<file path="config.mk">
export PLATFORM = sky130hd
export DESIGN_NAME = button_debounce_and_led_pwm_top
export DESIGN_NICKNAME = d
export VERILOG_FILES = /design/src/hdl/bdlp_pkg.sv /design/src/hdl/bdlp_color_bank.sv /design/src/hdl/button_debounce_and_led_pwm_top.sv
export SDC_FILE = /design/constraint.sdc
export NUM_CORES = 1
export LEC_CHECK = 0
export BUFFER_PORTS_ARGS = -buffer_cell sky130_fd_sc_hd__buf_4
export CAP_MARGIN = 20
export CORE_MARGIN = 2
export CORE_UTILIZATION = 40
export CTS_CLUSTER_DIAMETER = 60
export DETAILED_ROUTE_END_ITERATION = 10
export GPL_TIMING_DRIVEN = 0
export HOLD_SLACK_MARGIN = 0.08
export SYNTH_ARGS = -nofsm -noshare
export SYNTH_HDL_FRONTEND = slang
export SYNTH_SLANG_ARGS = --single-unit
</file>
<file path="constraint.sdc">
create_clock -name clock -period 4.8 [get_ports clock]
set_input_delay 0.48 -clock clock [delete_from_list [all_inputs] [get_ports clock]]
set_output_delay 0.48 -clock clock [all_outputs]
set_load 0.005 [all_outputs]
</file>
<file path="src/hdl/bdlp_pkg.sv">
package bdlp_pkg;

   // pwm and colour table
   localparam int unsigned PWM_PERIOD = 512;
   localparam int unsigned PWM_W      = $clog2(PWM_PERIOD);
   localparam int unsigned NUM_COLORS = 3;

   // full scale of a level is 1 << FULL_SCALE_SHIFT
   localparam int unsigned FULL_SCALE_SHIFT = 9;
   localparam int unsigned CMP_W            = PWM_W + 11;

   // yellow adds roughly 0.15 of its level on the green side
   localparam logic [6:0] YELLOW_GREEN_MUL = 7'd77;

   localparam int unsigned LEVEL_W = 10;
   localparam int unsigned DUR_W   = 24;
   localparam int unsigned CSR_W   = 16;

   localparam logic [CSR_W-1:0] DEBOUNCE_LEN_RESET = 16'd480;
   localparam logic [CSR_W-1:0] BLOCK_US_RESET     = 16'd1000;

   typedef enum logic [1:0] {
      REQ_SAMPLE = 2'd0,
      REQ_BLOCK  = 2'd1,
      REQ_SET    = 2'd2,
      REQ_NONE   = 2'd3
   } req_kind_type;

   typedef enum logic [1:0] {
      COLOR_RED    = 2'd0,
      COLOR_GREEN  = 2'd1,
      COLOR_YELLOW = 2'd2,
      COLOR_ALL    = 2'd3
   } color_type;

   typedef enum logic {
      CSR_DEBOUNCE_LEN = 1'b0,
      CSR_BLOCK_US     = 1'b1
   } csr_index_type;

   // command from the request decoder to the colour bank
   typedef struct packed {
      logic               block_en;
      logic               set_en;
      logic [1:0]         style;
      color_type          color;
      logic [LEVEL_W-1:0] intensity;
      logic [DUR_W-1:0]   duration;
   } color_cmd_type;

endpackage

</file>
<file path="src/hdl/bdlp_color_bank.sv">
module bdlp_color_bank (
   input  logic                          clock,
   input  logic                          reset,
   input  bdlp_pkg::color_cmd_type       cmd,
   input  logic [bdlp_pkg::CSR_W-1:0]    block_us,
   output logic [bdlp_pkg::LEVEL_W-1:0]  level_green,
   output logic [bdlp_pkg::LEVEL_W-1:0]  level_red
);

   logic [1:0]                    style_ff     [bdlp_pkg::NUM_COLORS];
   logic [1:0]                    style_in     [bdlp_pkg::NUM_COLORS];
   logic [bdlp_pkg::LEVEL_W-1:0]  lvl_ff       [bdlp_pkg::NUM_COLORS];
   logic [bdlp_pkg::LEVEL_W-1:0]  lvl_in       [bdlp_pkg::NUM_COLORS];
   logic [bdlp_pkg::DUR_W-1:0]    remaining_ff [bdlp_pkg::NUM_COLORS];
   logic [bdlp_pkg::DUR_W-1:0]    remaining_in [bdlp_pkg::NUM_COLORS];
   logic [bdlp_pkg::LEVEL_W-1:0]  green_ff, green_in;
   logic [bdlp_pkg::LEVEL_W-1:0]  red_ff, red_in;
   logic [bdlp_pkg::NUM_COLORS-1:0] active;
   logic [16:0]                   yellow_prod;
   logic [bdlp_pkg::LEVEL_W-1:0]  yellow_green;

   always_comb begin
      for (int c = 0; c < bdlp_pkg::NUM_COLORS; c++) begin
         active[c] = (remaining_ff[c] != '0) && (style_ff[c] != 2'd0) && (lvl_ff[c] != '0);
      end
      yellow_prod  = 17'(lvl_ff[bdlp_pkg::COLOR_YELLOW]) * 17'(bdlp_pkg::YELLOW_GREEN_MUL);
      yellow_green = bdlp_pkg::LEVEL_W'(yellow_prod >> bdlp_pkg::FULL_SCALE_SHIFT);
   end

   always_comb begin
      green_in = green_ff;
      red_in   = red_ff;
      for (int c = 0; c < bdlp_pkg::NUM_COLORS; c++) begin
         style_in[c]     = style_ff[c];
         lvl_in[c]       = lvl_ff[c];
         remaining_in[c] = remaining_ff[c];
      end

      if (cmd.block_en) begin
         // later colours override earlier ones
         green_in = '0;
         red_in   = '0;
         if (active[bdlp_pkg::COLOR_RED]) begin
            red_in = lvl_ff[bdlp_pkg::COLOR_RED];
         end
         if (active[bdlp_pkg::COLOR_GREEN]) begin
            green_in = lvl_ff[bdlp_pkg::COLOR_GREEN];
         end
         if (active[bdlp_pkg::COLOR_YELLOW]) begin
            green_in = yellow_green;
            red_in   = lvl_ff[bdlp_pkg::COLOR_YELLOW];
         end
         // countdown saturates at zero
         for (int c = 0; c < bdlp_pkg::NUM_COLORS; c++) begin
            if (remaining_ff[c] > bdlp_pkg::DUR_W'(block_us)) begin
               remaining_in[c] = remaining_ff[c] - bdlp_pkg::DUR_W'(block_us);
            end else begin
               remaining_in[c] = '0;
            end
         end
      end else if (cmd.set_en) begin
         for (int c = 0; c < bdlp_pkg::NUM_COLORS; c++) begin
            if ((cmd.color == bdlp_pkg::color_type'(c)) || (cmd.color == bdlp_pkg::COLOR_ALL)) begin
               style_in[c]     = cmd.style;
               lvl_in[c]       = cmd.intensity;
               remaining_in[c] = cmd.duration;
            end
         end
      end
   end

   always_ff @(posedge clock) begin
      if (reset) begin
         green_ff <= '0;
         red_ff   <= '0;
         for (int c = 0; c < bdlp_pkg::NUM_COLORS; c++) begin
            style_ff[c]     <= '0;
            lvl_ff[c]       <= '0;
            remaining_ff[c] <= '0;
         end
      end else begin
         green_ff <= green_in;
         red_ff   <= red_in;
         for (int c = 0; c < bdlp_pkg::NUM_COLORS; c++) begin
            style_ff[c]     <= style_in[c];
            lvl_ff[c]       <= lvl_in[c];
            remaining_ff[c] <= remaining_in[c];
         end
      end
   end

   assign level_green = green_ff;
   assign level_red   = red_ff;

endmodule

</file>
<file path="src/hdl/button_debounce_and_led_pwm_top.sv">
// channel | dir | handshake             | payload
// req     | in  | req_tvalid/req_tready | tuser: request kind, tdata: button and colour fields
// rsp     | out | rsp_tvalid/rsp_tready | tdata: debounced level, two led pins
// csr     | in  | csr_valid/csr_ready   | csr_index, csr_data (16 bit)
//
// one request per clock unless a held response stalls it; its response is registered
// and shows in the next cycle. the response register holds while rsp_tready is low;
// a new request is then taken only in a cycle where the held response leaves
// reset (synchronous) clears debounce, pwm and colour state, registers to 480 and 1000
// csr writes are always taken, one per clock
module button_debounce_and_led_pwm_top (
   input  logic        clock,
   input  logic        reset,

   input  logic        req_tvalid,
   output logic        req_tready,
   input  logic [1:0]  req_tuser,   // [1:0] req_type
   // [0] button_raw, [2:1] led_style, [4:3] led_color, [14:5] led_intensity,
   // [38:15] duration_us, [39] zero
   input  logic [39:0] req_tdata,

   output logic        rsp_tvalid,
   input  logic        rsp_tready,
   output logic [7:0]  rsp_tdata,   // [0] button_level, [1] led_pin0, [2] led_pin1, [7:3] zero

   input  logic        csr_valid,
   output logic        csr_ready,
   input  logic        csr_index,
   input  logic [15:0] csr_data
);

   localparam logic [bdlp_pkg::CMP_W-1:0] PERIOD_C = bdlp_pkg::CMP_W'(bdlp_pkg::PWM_PERIOD);
   localparam logic [bdlp_pkg::PWM_W-1:0] LAST_IDX = bdlp_pkg::PWM_W'(bdlp_pkg::PWM_PERIOD - 1);

   logic                          req_acc;
   bdlp_pkg::req_kind_type        kind;
   logic                          raw;
   bdlp_pkg::color_cmd_type       cmd;

   logic [bdlp_pkg::CSR_W-1:0]    debounce_len_ff, debounce_len_in;
   logic [bdlp_pkg::CSR_W-1:0]    block_us_ff, block_us_in;

   logic                          button_state_ff, button_state_in;
   logic [bdlp_pkg::CSR_W-1:0]    holdoff_ff, holdoff_in;
   logic [bdlp_pkg::PWM_W-1:0]    pwm_index_ff, pwm_index_in;

   logic [bdlp_pkg::LEVEL_W-1:0]  level_green, level_red, level_sel;
   logic                          pin_on, pin0, pin1;

   logic                          rsp_valid_ff, rsp_valid_in;
   logic                          rsp_level_ff, rsp_level_in;
   logic                          rsp_pin0_ff, rsp_pin0_in;
   logic                          rsp_pin1_ff, rsp_pin1_in;

   assign req_tready = !rsp_valid_ff || rsp_tready;
   assign req_acc    = req_tvalid && req_tready;
   assign csr_ready  = 1'b1;

   assign kind = bdlp_pkg::req_kind_type'(req_tuser);
   assign raw  = req_tdata[0];

   always_comb begin
      cmd.block_en  = req_acc && (kind == bdlp_pkg::REQ_BLOCK);
      cmd.set_en    = req_acc && (kind == bdlp_pkg::REQ_SET);
      cmd.style     = req_tdata[2:1];
      cmd.color     = bdlp_pkg::color_type'(req_tdata[4:3]);
      cmd.intensity = req_tdata[14:5];
      cmd.duration  = req_tdata[38:15];
   end

   always_comb begin
      debounce_len_in = debounce_len_ff;
      block_us_in     = block_us_ff;
      if (csr_valid && csr_ready) begin
         unique case (bdlp_pkg::csr_index_type'(csr_index))
            bdlp_pkg::CSR_DEBOUNCE_LEN: debounce_len_in = csr_data;
            bdlp_pkg::CSR_BLOCK_US:     block_us_in     = csr_data;
            default: ;
         endcase
      end
   end

   // pwm phase: even index drives the green side, odd the red side
   assign level_sel = pwm_index_ff[0] ? level_red : level_green;
   assign pin_on    = (bdlp_pkg::CMP_W'(pwm_index_ff) << bdlp_pkg::FULL_SCALE_SHIFT)
                      < (bdlp_pkg::CMP_W'(level_sel) * PERIOD_C);

   always_comb begin
      button_state_in = button_state_ff;
      holdoff_in      = holdoff_ff;
      pwm_index_in    = pwm_index_ff;
      pin0            = 1'b0;
      pin1            = 1'b0;
      if (req_acc && (kind == bdlp_pkg::REQ_SAMPLE)) begin
         if (holdoff_ff != '0) begin
            holdoff_in = holdoff_ff - 1'b1;
         end else begin
            if (raw != button_state_ff) begin
               holdoff_in = debounce_len_ff;
            end
            button_state_in = raw;
         end
         pin0 = pin_on && !pwm_index_ff[0];
         pin1 = pin_on && pwm_index_ff[0];
         if (pwm_index_ff == LAST_IDX) begin
            pwm_index_in = '0;
         end else begin
            pwm_index_in = pwm_index_ff + 1'b1;
         end
      end
   end

   always_comb begin
      rsp_valid_in = rsp_valid_ff;
      rsp_level_in = rsp_level_ff;
      rsp_pin0_in  = rsp_pin0_ff;
      rsp_pin1_in  = rsp_pin1_ff;
      if (req_tready) begin
         rsp_valid_in = req_acc;
      end
      if (req_acc) begin
         rsp_level_in = button_state_in;
         rsp_pin0_in  = pin0;
         rsp_pin1_in  = pin1;
      end
   end

   bdlp_color_bank u_color_bank (
      .clock       (clock),
      .reset       (reset),
      .cmd         (cmd),
      .block_us    (block_us_ff),
      .level_green (level_green),
      .level_red   (level_red)
   );

   always_ff @(posedge clock) begin
      if (reset) begin
         debounce_len_ff <= bdlp_pkg::DEBOUNCE_LEN_RESET;
         block_us_ff     <= bdlp_pkg::BLOCK_US_RESET;
         button_state_ff <= 1'b0;
         holdoff_ff      <= '0;
         pwm_index_ff    <= '0;
         rsp_valid_ff    <= 1'b0;
      end else begin
         debounce_len_ff <= debounce_len_in;
         block_us_ff     <= block_us_in;
         button_state_ff <= button_state_in;
         holdoff_ff      <= holdoff_in;
         pwm_index_ff    <= pwm_index_in;
         rsp_valid_ff    <= rsp_valid_in;
      end
   end

   always_ff @(posedge clock) begin
      rsp_level_ff <= rsp_level_in;
      rsp_pin0_ff  <= rsp_pin0_in;
      rsp_pin1_ff  <= rsp_pin1_in;
   end

   assign rsp_tvalid = rsp_valid_ff;
   assign rsp_tdata  = {5'd0, rsp_pin1_ff, rsp_pin0_ff, rsp_level_ff};

   // only sample requests move the pwm
   a_pwm_only_on_sample: assert property (@(posedge clock) disable iff (reset)
      req_acc && (kind != bdlp_pkg::REQ_SAMPLE) |=> $stable(pwm_index_ff))
      else $error("pwm index moved on a non-sample request");

   // raw level is ignored during hold-off
   a_holdoff_keeps_level: assert property (@(posedge clock) disable iff (reset)
      req_acc && (kind == bdlp_pkg::REQ_SAMPLE) && (holdoff_ff != '0)
      |=> $stable(button_state_ff))
      else $error("button level changed during hold-off");

   a_pins_exclusive: assert property (@(posedge clock) disable iff (reset)
      rsp_valid_ff |-> !(rsp_pin0_ff && rsp_pin1_ff))
      else $error("both led pins driven together");

   a_pwm_in_range: assert property (@(posedge clock) disable iff (reset)
      pwm_index_ff <= LAST_IDX)
      else $error("pwm index out of range");

endmodule

</file>
# After elaboration in Yosys (flattened, before gate mapping)
# Memory sizes are Yosys's and may differ from the RTL's.
# Cells that the tools add are included.
[totals]
regBits = 82
ram_bits = 108
wordCells = 115
memories = 3
[mem_list]
columns = ["name", "words", "width", "read_ports", "rd_ports_with_merged_regs", "write_ports", "line", "rtl"]
rows = [
  ["u_color_bank.remaining_ff", 3, 24, 3, 0, 3, "bdlp_color_bank.sv:14", "logic [bdlp_pkg::DUR_W-1:0] remaining_ff [bdlp_pkg::NUM_COLORS];"],
  ["u_color_bank.lvl_ff", 3, 10, 3, 0, 3, "bdlp_color_bank.sv:12", "logic [bdlp_pkg::LEVEL_W-1:0] lvl_ff [bdlp_pkg::NUM_COLORS];"],
  ["u_color_bank.style_ff", 3, 2, 3, 0, 3, "bdlp_color_bank.sv:10", "logic [1:0] style_ff [bdlp_pkg::NUM_COLORS];"],
]
[op_classes]
n_addsub = 5
mul = 1
n_lt_le_gt_ge = 4
n_eq_ne = 7
muxes = 40
n_bitwise = 10
reduce_logical = 34
[ops]
columns = ["cell", "n"]
rows = [
  ["$mux 24", 9],
  ["$mux 72", 2],
  ["$mux 10", 11],
  ["$gt 24x16->1", 3],
  ["$reduce_bool 24->1", 3],
  ["$sub 24x16->24", 3],
  ["$mux 30", 2],
  ["$mux 16", 2],
  ["$reduce_bool 10->1", 3],
  ["$lt 18x19->1", 1],
  ["$mul 10x7->17 const B", 1],
  ["$reduce_bool 16->1", 1],
  ["$sub 16x1->16 const B", 1],
  ["$logic_and 1x1->1", 12],
  ["$mux 2", 6],
  ["$mux 6", 2],
  ["$add 9x1->9 const B", 1],
  ["$eq 9x9->1 const B", 1],
  ["$mux 9", 1],
  ["$or 1x1->1", 9],
  ["$reduce_bool 2->1", 4],
  ["$eq 2x2->1 const B", 3],
  ["$reduce_and 2->1", 3],
  ["$mux 1", 5],
  ["6 further kinds", 12],
]

# Depth between registers and ports, before layout
# Gate-level depths: netlist (run 1).
[logic_depth]
ltp_word = 7
mapped_depth = 15
depth_no_buf = 15

# Hierarchy
# From an unflattened synthesis (run 1), not the netlist that was laid out.
[hier_totals]
cells_unflattened = 1601
hier_area_um2 = 12786.0
[by_module_without_submodules]
columns = ["mod", "n_inst", "cells_per_inst", "area_each_um2", "seq_area_each_um2"]
rows = [
  ["bdlp_color_bank", 1, 1209, 9479.1, 2562.5],
  ["button_debounce_and_led_pwm_top", 1, 392, 3306.9, 1271.2],
]

# Worst setup path before layout (run 1)
# OpenSTA, ideal clock, no wires.
[synth_timing]
kind = "register -> register"
from = "memory u_color_bank.lvl_ff[0][25] (netlist name)"
to = "register u_color_bank.green_ff (netlist bit u_color_bank.level_green[6])"
t_arrival_ns = 3.801
path_slack_ns = 0.882
stages_incl_launch_ff = 16
path_buffers = 0
synth_period_minus_slack_ns = 3.918
path_cell_list = "dfxtp_1 -> inv_1 -> ha_1 -> ha_1 -> inv_1 -> fa_1 -> fa_1 -> inv_1 -> ha_1 -> a21o_1 -> a21o_1 -> o2111ai_1 -> a21oi_1 -> or4_1 -> a31oi_1 -> nor2_1"
[synth_lines]
columns = ["element", "line", "rtl"]
rows = [
  ["start: declaration", "bdlp_color_bank.sv:12", ""],
  ["end signal: assignment", "bdlp_color_bank.sv:82", "green_ff <= green_in;"],
  ["end: declaration", "bdlp_color_bank.sv:16", "logic [bdlp_pkg::LEVEL_W-1:0] green_ff, green_in;"],
]

==> impl_metrics.json, run 1 <==
{
  "ant_nets": 0,
  "grt_setup_unrepaired": "no",
  "drt_iter0_drc": 995,
  "synth-edff-count": 3,
  "ys_top_cells_by_area": "dfxtp_1, ha_1, nand2_1",
  "crit_buf_inv": 2,
  "synthCells": 1596,
  "hold_viol": 0,
  "status": "finished, final reports clean",
  "clk_pin_slew_worst_paths_ns": 0.08,
  "ys_seq_elements": 189,
  "yosysSeqAreaShare_pct": 30.3,
  "drv_cap": 0,
  "grt_overflow": 0,
  "cts_resized": 0,
  "clk-insertion-delay-late_ns": 0.46,
  "cp.arrival_ns": 4.77,
  "gp_congestion": 0.939,
  "start_util_pct": 40.9,
  "cp.required_ns": 5.11,
  "crit_path_end_kind": "flop",
  "netSwitchingFraction_pct": 36.0,
  "wl_per_cell_um": 20.1,
  "rows": 64,
  "path_cells": "ha_1, ha_1, fa_1, inv_1, fa_1, inv_1, ha_1, o2111ai_1, a21oi_1, o21ai_0, a21boi_0, nor2_1, a221oi_1, nor3_1",
  "hold_buffers": 0,
  "stdcell_area_sq_um": 14200,
  "grt_max_degree": 19,
  "place_hpwl_mm": 32.7,
  "hp-class": "in -> reg",
  "cts_buffers": 17,
  "firstDrtPassIters": 6,
  "busiest_layer": "met2",
  "cts_root_buffer": "clkbuf_16",
  "min_period_over_period_pct": 92.8,
  "io_pins": 75,
  "p_leak_nw": 5.79,
  "synthFlopType": "dfxtp_1",
  "synth_common_cells": "nand2_1, dfxtp_1, a21oi_1",
  "synth_area_sq_um": 12600,
  "p_int_mw": 2.97,
  "setup_viol": 0,
  "vias_per_cell": 5.86,
  "avgSynthCellArea_sq_um": 7.88,
  "cts.sinks": 189,
  "vias": 12300,
  "track_usage_pct": 25.4,
  "numPortBuffers": 66,
  "max_freq_ghz": 0.225,
  "cp_slowest_cell": "dfxtp_1",
  "setup_slack_ns": 0.347,
  "tritoncts": "built",
  "worst_pin_slew_ns": 0.884,
  "pwr-share-clk_pct": 33.2,
  "yosys.area.top_type": "dfxtp_1",
  "grt_pass1_wl_mm": 65.5,
  "met1_usage_pct": 36.1,
  "coreArea_sq_um": 30700,
  "switchingPower_mw": 1.67,
  "htreeDepth": 4,
  "nNetsFinal": 1870,
  "combPwrFrac_pct": 29.4,
  "die_w_um": 181,
  "vdd_drop_max_v": 0.000255,
  "finalWirelength_mm": 42.2,
  "pre_cts_ws_ns": 0.424,
  "globalRouteMet3Util_pct": 2.98,
  "drive_gt1_share_pct": 8.54,
  "relSlewSlack_pct": 41.0,
  "final_max_slew_viol_count": 0,
  "cp_max_fo": 7,
  "critPathLaunchType": "flop",
  "power_frac_seq_pct": 37.5,
  "grt_pass1_vias": 11400,
  "synth_most_common_cell": "nand2_1",
  "critical_path.max_stage_delay_ns": 0.57,
  "final.setup.tns_ns": 0,
  "period_needed_ns": 4.45,
  "die_area_sq_um": 32900,
  "placed_area_sq_um": 13600,
  "ys_types": 86,
  "final_core_util_pct": 46.2,
  "synthArstFlopShare_pct": 0,
  "cp_top_family": "adder cells",
  "drcViolationCount": 0,
  "die_h_um": 181,
  "syn2layout_area_growth_pct": 12.9,
  "antenna_found_initial": 0,
  "synth_top_cell_area_share_pct": 29.6,
  "path_class": "reg -> reg",
  "clockBufferDepth": 2,
  "met2_usage_pct": 40.4,
  "finClkSkew_ns": 0.0134,
  "crit_top_cell": "ha_1",
  "fin_hold_ws_ns": 0.253,
  "report.power.total_mw": 4.65,
  "dp.cells": 2062,
  "n_fill_cell": 3145,
  "power_density_nw_per_um2": 327,
  "post_cts_buffers": 0,
  "diodes": 0,
  "yosys_warnings": 0,
  "instances_no_fill": 2094
}
==> power groups by stage <==
stage / registers [mW] / logic, mW / clock network, mW
2_1_floorplan: 1.75 / 0.966 / 0
3_3_place_gp: 1.77 / 1.33 / 0
3_5_place_dp: 1.77 / 1.34 / 0
4_1_cts: 1.74 / 1.35 / 1.56
5_1_grt: 1.75 / 1.51 / 1.61
6_report: 1.74 / 1.36 / 1.54
==> final timing paths <==
path                                             startpoint                     endpoint  slack, ns  depth (start not counted)
worst max-delay path             u_color_bank.lvl_ff[0][25]  u_color_bank.level_green[1]       0.35                         14
worst min-delay path                            csr_data[7]           debounce_len_ff[7]       0.25                          3
worst max register to register   u_color_bank.lvl_ff[0][25]  u_color_bank.level_green[1]       0.35                         14
worst min register to register  u_color_bank.level_green[8]  u_color_bank.level_green[8]       0.46                          2
==> metal layers <==
metal  vias to the layer above  wire length, um
li1                       5957                -
met1                      5816            19700
met2                       440            18800
met3                        56             2690
met4                         0              957
met5                         -                0
==> sequential cells by signal, summed over array words and instances (netlist names) <==
register / flops
u_color_bank.remaining_ff: 72
u_color_bank.lvl_ff: 30
block_us_ff: 16
debounce_len_ff: 16
holdoff_ff: 16
u_color_bank.level_green: 10
pwm_index_ff: 9
u_color_bank.level_red: 9
u_color_bank.style_ff: 6
button_state_ff: 1
rsp_level_ff: 1
rsp_pin0_ff: 1
rsp_pin1_ff: 1
rsp_tvalid: 1
==> layout make-up <==
type	count	area [sq um]	area share (%)
well taps	396	495	3.49
plain buffers	90	405	2.85
clock buffers	18	439	3.09
clock inverters	14	174	1.22
inverters	83	312	2.19
flip-flops and latches	189	3810	26.9
multi-input cells	1238	8070	56.8
repair buffers	66	495	3.49
==> worst min-delay path, delay by kind of cell <==
family | cells | cell delay (ns)
AND/OR/NAND/NOR | 2 | 0.11
buffers and inverters | 1 | 0.09
==> cells by family after synthesis <==
family	after synthesis	synth area share, %
muxes	33	2.65
and+or+nand+nor	576	21.6
other	2	0.0597
AOI/OAI and AO/OA	462	24.0
DFF	189	30.3
xor gates and xnor gates	40	2.78
buffers and inverters	173	5.70
adders and majority gates	121	12.9
==> placed cells by master, fill, tap and decap left out, types with 14 or more instances in the layout <==
| master | netlist | routed |
|---|---|---|
| o211ai_1 | 14 | 14 |
| nand4_1 | 19 | 19 |
| nand3_1 | 31 | 31 |
| clkbuf_1 | 67 | 67 |
| a211oi_1 | 41 | 41 |
| nor3_1 | 33 | 33 |
| xor2_1 | 24 | 24 |
| xnor2_1 | 16 | 16 |
| nor2_1 | 130 | 130 |
| clkbuf_16 | 0 | 17 |
| ha_1 | 107 | 107 |
| fa_1 | 14 | 14 |
| a221oi_1 | 14 | 14 |
| a21oi_1 | 135 | 135 |
| nand2_1 | 241 | 241 |
| o21ai_0 | 99 | 99 |
| inv_1 | 83 | 83 |
| mux2i_1 | 31 | 31 |
| a31oi_1 | 15 | 15 |
| buf_4 | 10 | 76 |
| dfxtp_1 | 186 | 186 |
| a21o_1 | 26 | 26 |
| nor4_1 | 28 | 28 |
Power figures use the tool's default switching activity.
==> run 2: changes to the inputs <==
HOLD_SLACK_MARGIN = unset   (was 0.08)
SYNTH_HIERARCHICAL = 1   (was unset)
TNS_END_PERCENT = 20   (was unset)
==> run 2 against run 1 <==
Clock power down 3%. Total power increased by 3.1%. First-iteration DRC count is 0.30% higher. Global-route usage is 1.6 points lower. Setup slack improved by 0.0041 ns. Critical path type unchanged.
==> impl_metrics.json, run 2 <==
{
  "yosys_warnings": 6,
  "numPortBuffers": 66,
  "power_density_nw_per_um2": 333,
  "grt_max_degree": 18,
  "hold_buffers": 0,
  "clockBufferDepth": 2,
  "ant_nets": 0,
  "mostFrequentLayoutCell": "nand2_1",
  "final.setup.tns_ns": 0,
  "die_h_um": 183,
  "grt_setup_unrepaired": "no",
  "vias_per_cell": 5.78,
  "period_needed_ns": 4.45,
  "cp.arrival_ns": 4.80,
  "final_core_util_pct": 45.7,
  "wl_per_cell_um": 18.6,
  "min_period_over_period_pct": 92.7,
  "io_pins": 75,
  "cts.sinks": 189,
  "place_hpwl_mm": 30.8,
  "die_area_sq_um": 33300,
  "vdd_drop_max_v": 0.000223,
  "nNetsFinal": 1872,
  "relSlewSlack_pct": 38.1,
  "drive_gt1_share_pct": 9.24,
  "syn2layout_area_growth_pct": 12.8,
  "final_max_slew_viol_count": 0,
  "worst_pin_slew_ns": 0.922,
  "crit_path_end_kind": "flop",
  "start_util_pct": 40.5,
  "coreArea_sq_um": 31500,
  "grt_pass1_vias": 11400,
  "synthCells": 1597,
  "grt_pass1_wl_mm": 62.7,
  "cp_max_fo": 6,
  "final_cell_mix": "nand2_1, dfxtp_1, a21oi_1",
  "setup_viol": 0,
  "drt_iter0_drc": 998,
  "antenna_found_initial": 0,
  "p_leak_nw": 5.82,
  "regMostFlops": "u_color_bank/remaining_ff",
  "drv_cap": 0,
  "hp-class": "in -> reg",
  "largest_reg_flops": 72,
  "path_class": "reg -> reg",
  "vias": 12200,
  "firstDrtPassIters": 5,
  "max_freq_ghz": 0.225,
  "diodes": 0,
  "critPathLaunchType": "flop",
  "netSwitchingFraction_pct": 35.2,
  "drcViolationCount": 0,
  "avgSynthCellArea_sq_um": 7.98,
  "top_regs": "u_color_bank/remaining_ff: 72 flops, u_color_bank/lvl_ff: 30 flops",
  "track_usage_pct": 23.9,
  "switchingPower_mw": 1.69,
  "finClkSkew_ns": 0.0143,
  "clk-insertion-delay-late_ns": 0.45,
  "synth_area_sq_um": 12700,
  "pre_cts_ws_ns": 0.262,
  "cts_buffers": 17,
  "combPwrFrac_pct": 32.0,
  "status": "finished, final reports clean",
  "pwr-share-clk_pct": 31.2,
  "clk_pin_slew_worst_paths_ns": 0.07,
  "n_fill_cell": 3146,
  "p_int_mw": 3.11,
  "die_w_um": 183,
  "htreeDepth": 4,
  "hold_viol": 0,
  "grt_overflow": 0,
  "finalWirelength_mm": 39.1,
  "power_frac_seq_pct": 36.8,
  "cts_root_buffer": "clkbuf_16",
  "setup_slack_ns": 0.351,
  "gp_congestion": 0.909,
  "fin_hold_ws_ns": 0.281,
  "tritoncts": "built",
  "rows": 65,
  "cp.required_ns": 5.15
}
[run 2: critical path: stages, from the launching register on]
cell and delay [ns]:
dfxtp_2 0.42, inv_1 0.11, ha_1 0.30, ha_1 0.30, fa_1 0.55, inv_1 0.05
fa_1 0.50, inv_1 0.04, ha_1 0.34, and3_1 0.16, a221o_1 0.32, o2111ai_1 0.27
nand2_1 0.12, o41a_1 0.40, xor2_1 0.16, nand2_1 0.07, a311oi_1 0.25
[run 2: worst paths after layout]
kind / start / endpoint / slack, ns / cells after the start
worst max-delay path: u_color_bank/lvl_ff[0][26] / u_color_bank/level_green[6] / 0.35 / 16
worst min-delay path: csr_data[9] / block_us_ff[9] / 0.28 / 3
worst max register to register: u_color_bank/lvl_ff[0][26] / u_color_bank/level_green[6] / 0.35 / 16
worst min register to register: block_us_ff[12] / block_us_ff[12] / 0.46 / 2
[run 2: per-stage QoR]
step                      cells  instance area (sq um)  total power [mW]
final                      2102                  14400              4.79
after global routing       2102                  14400              5.05
after CTS                  2102                  14400              4.80
after detailed placement   2070                  13800              3.31
after global placement     2069                  13800              3.29
after floorplan            1601                  12800              2.92
[run 2: layout make-up]
cell class | instances | area, sq um | share of cell area, %
multi-input cells | 1252 | 8280 | 57.6
inverters | 70 | 263 | 1.83
clock buffers | 19 | 453 | 3.15
flip-flops and latches | 189 | 3820 | 26.6
plain buffers | 90 | 405 | 2.82
well taps | 402 | 503 | 3.50
repair buffers | 67 | 500 | 3.48
clock inverters | 13 | 158 | 1.10
[run 2: what timing repair did]
| item | 4_1_cts | 5_1_grt |
|---|---|---|
| setup endpoints to repair | 0 | 2 |
| buffers inserted | 0 | 0 |
| resized for setup | 0 | 4 |
[run 2: power groups by stage]
| stage | clock network (mW) | registers [mW] | logic, mW |
|---|---|---|---|
| 3_3_place_gp | 0 | 1.80 | 1.50 |
| 5_1_grt | 1.58 | 1.78 | 1.69 |
| 2_1_floorplan | 0 | 1.77 | 1.15 |
| 4_1_cts | 1.52 | 1.76 | 1.52 |
| 3_5_place_dp | 0 | 1.80 | 1.51 |
| 6_report | 1.50 | 1.76 | 1.53 |
[run 2: routing by layer]
layer / routed length (um) / part of all wire (%) / vias up / GRT usage [%]
met3: 2300 / 5.9 / 60 / 3.71
li1: - / - / 5964 / -
met1: 18300 / 47 / 5745 / 32.8
met4: 995 / 2.5 / 0 / 8.03
met5: 0 / 0 / - / 0
met2: 17600 / 45 / 385 / 38.1
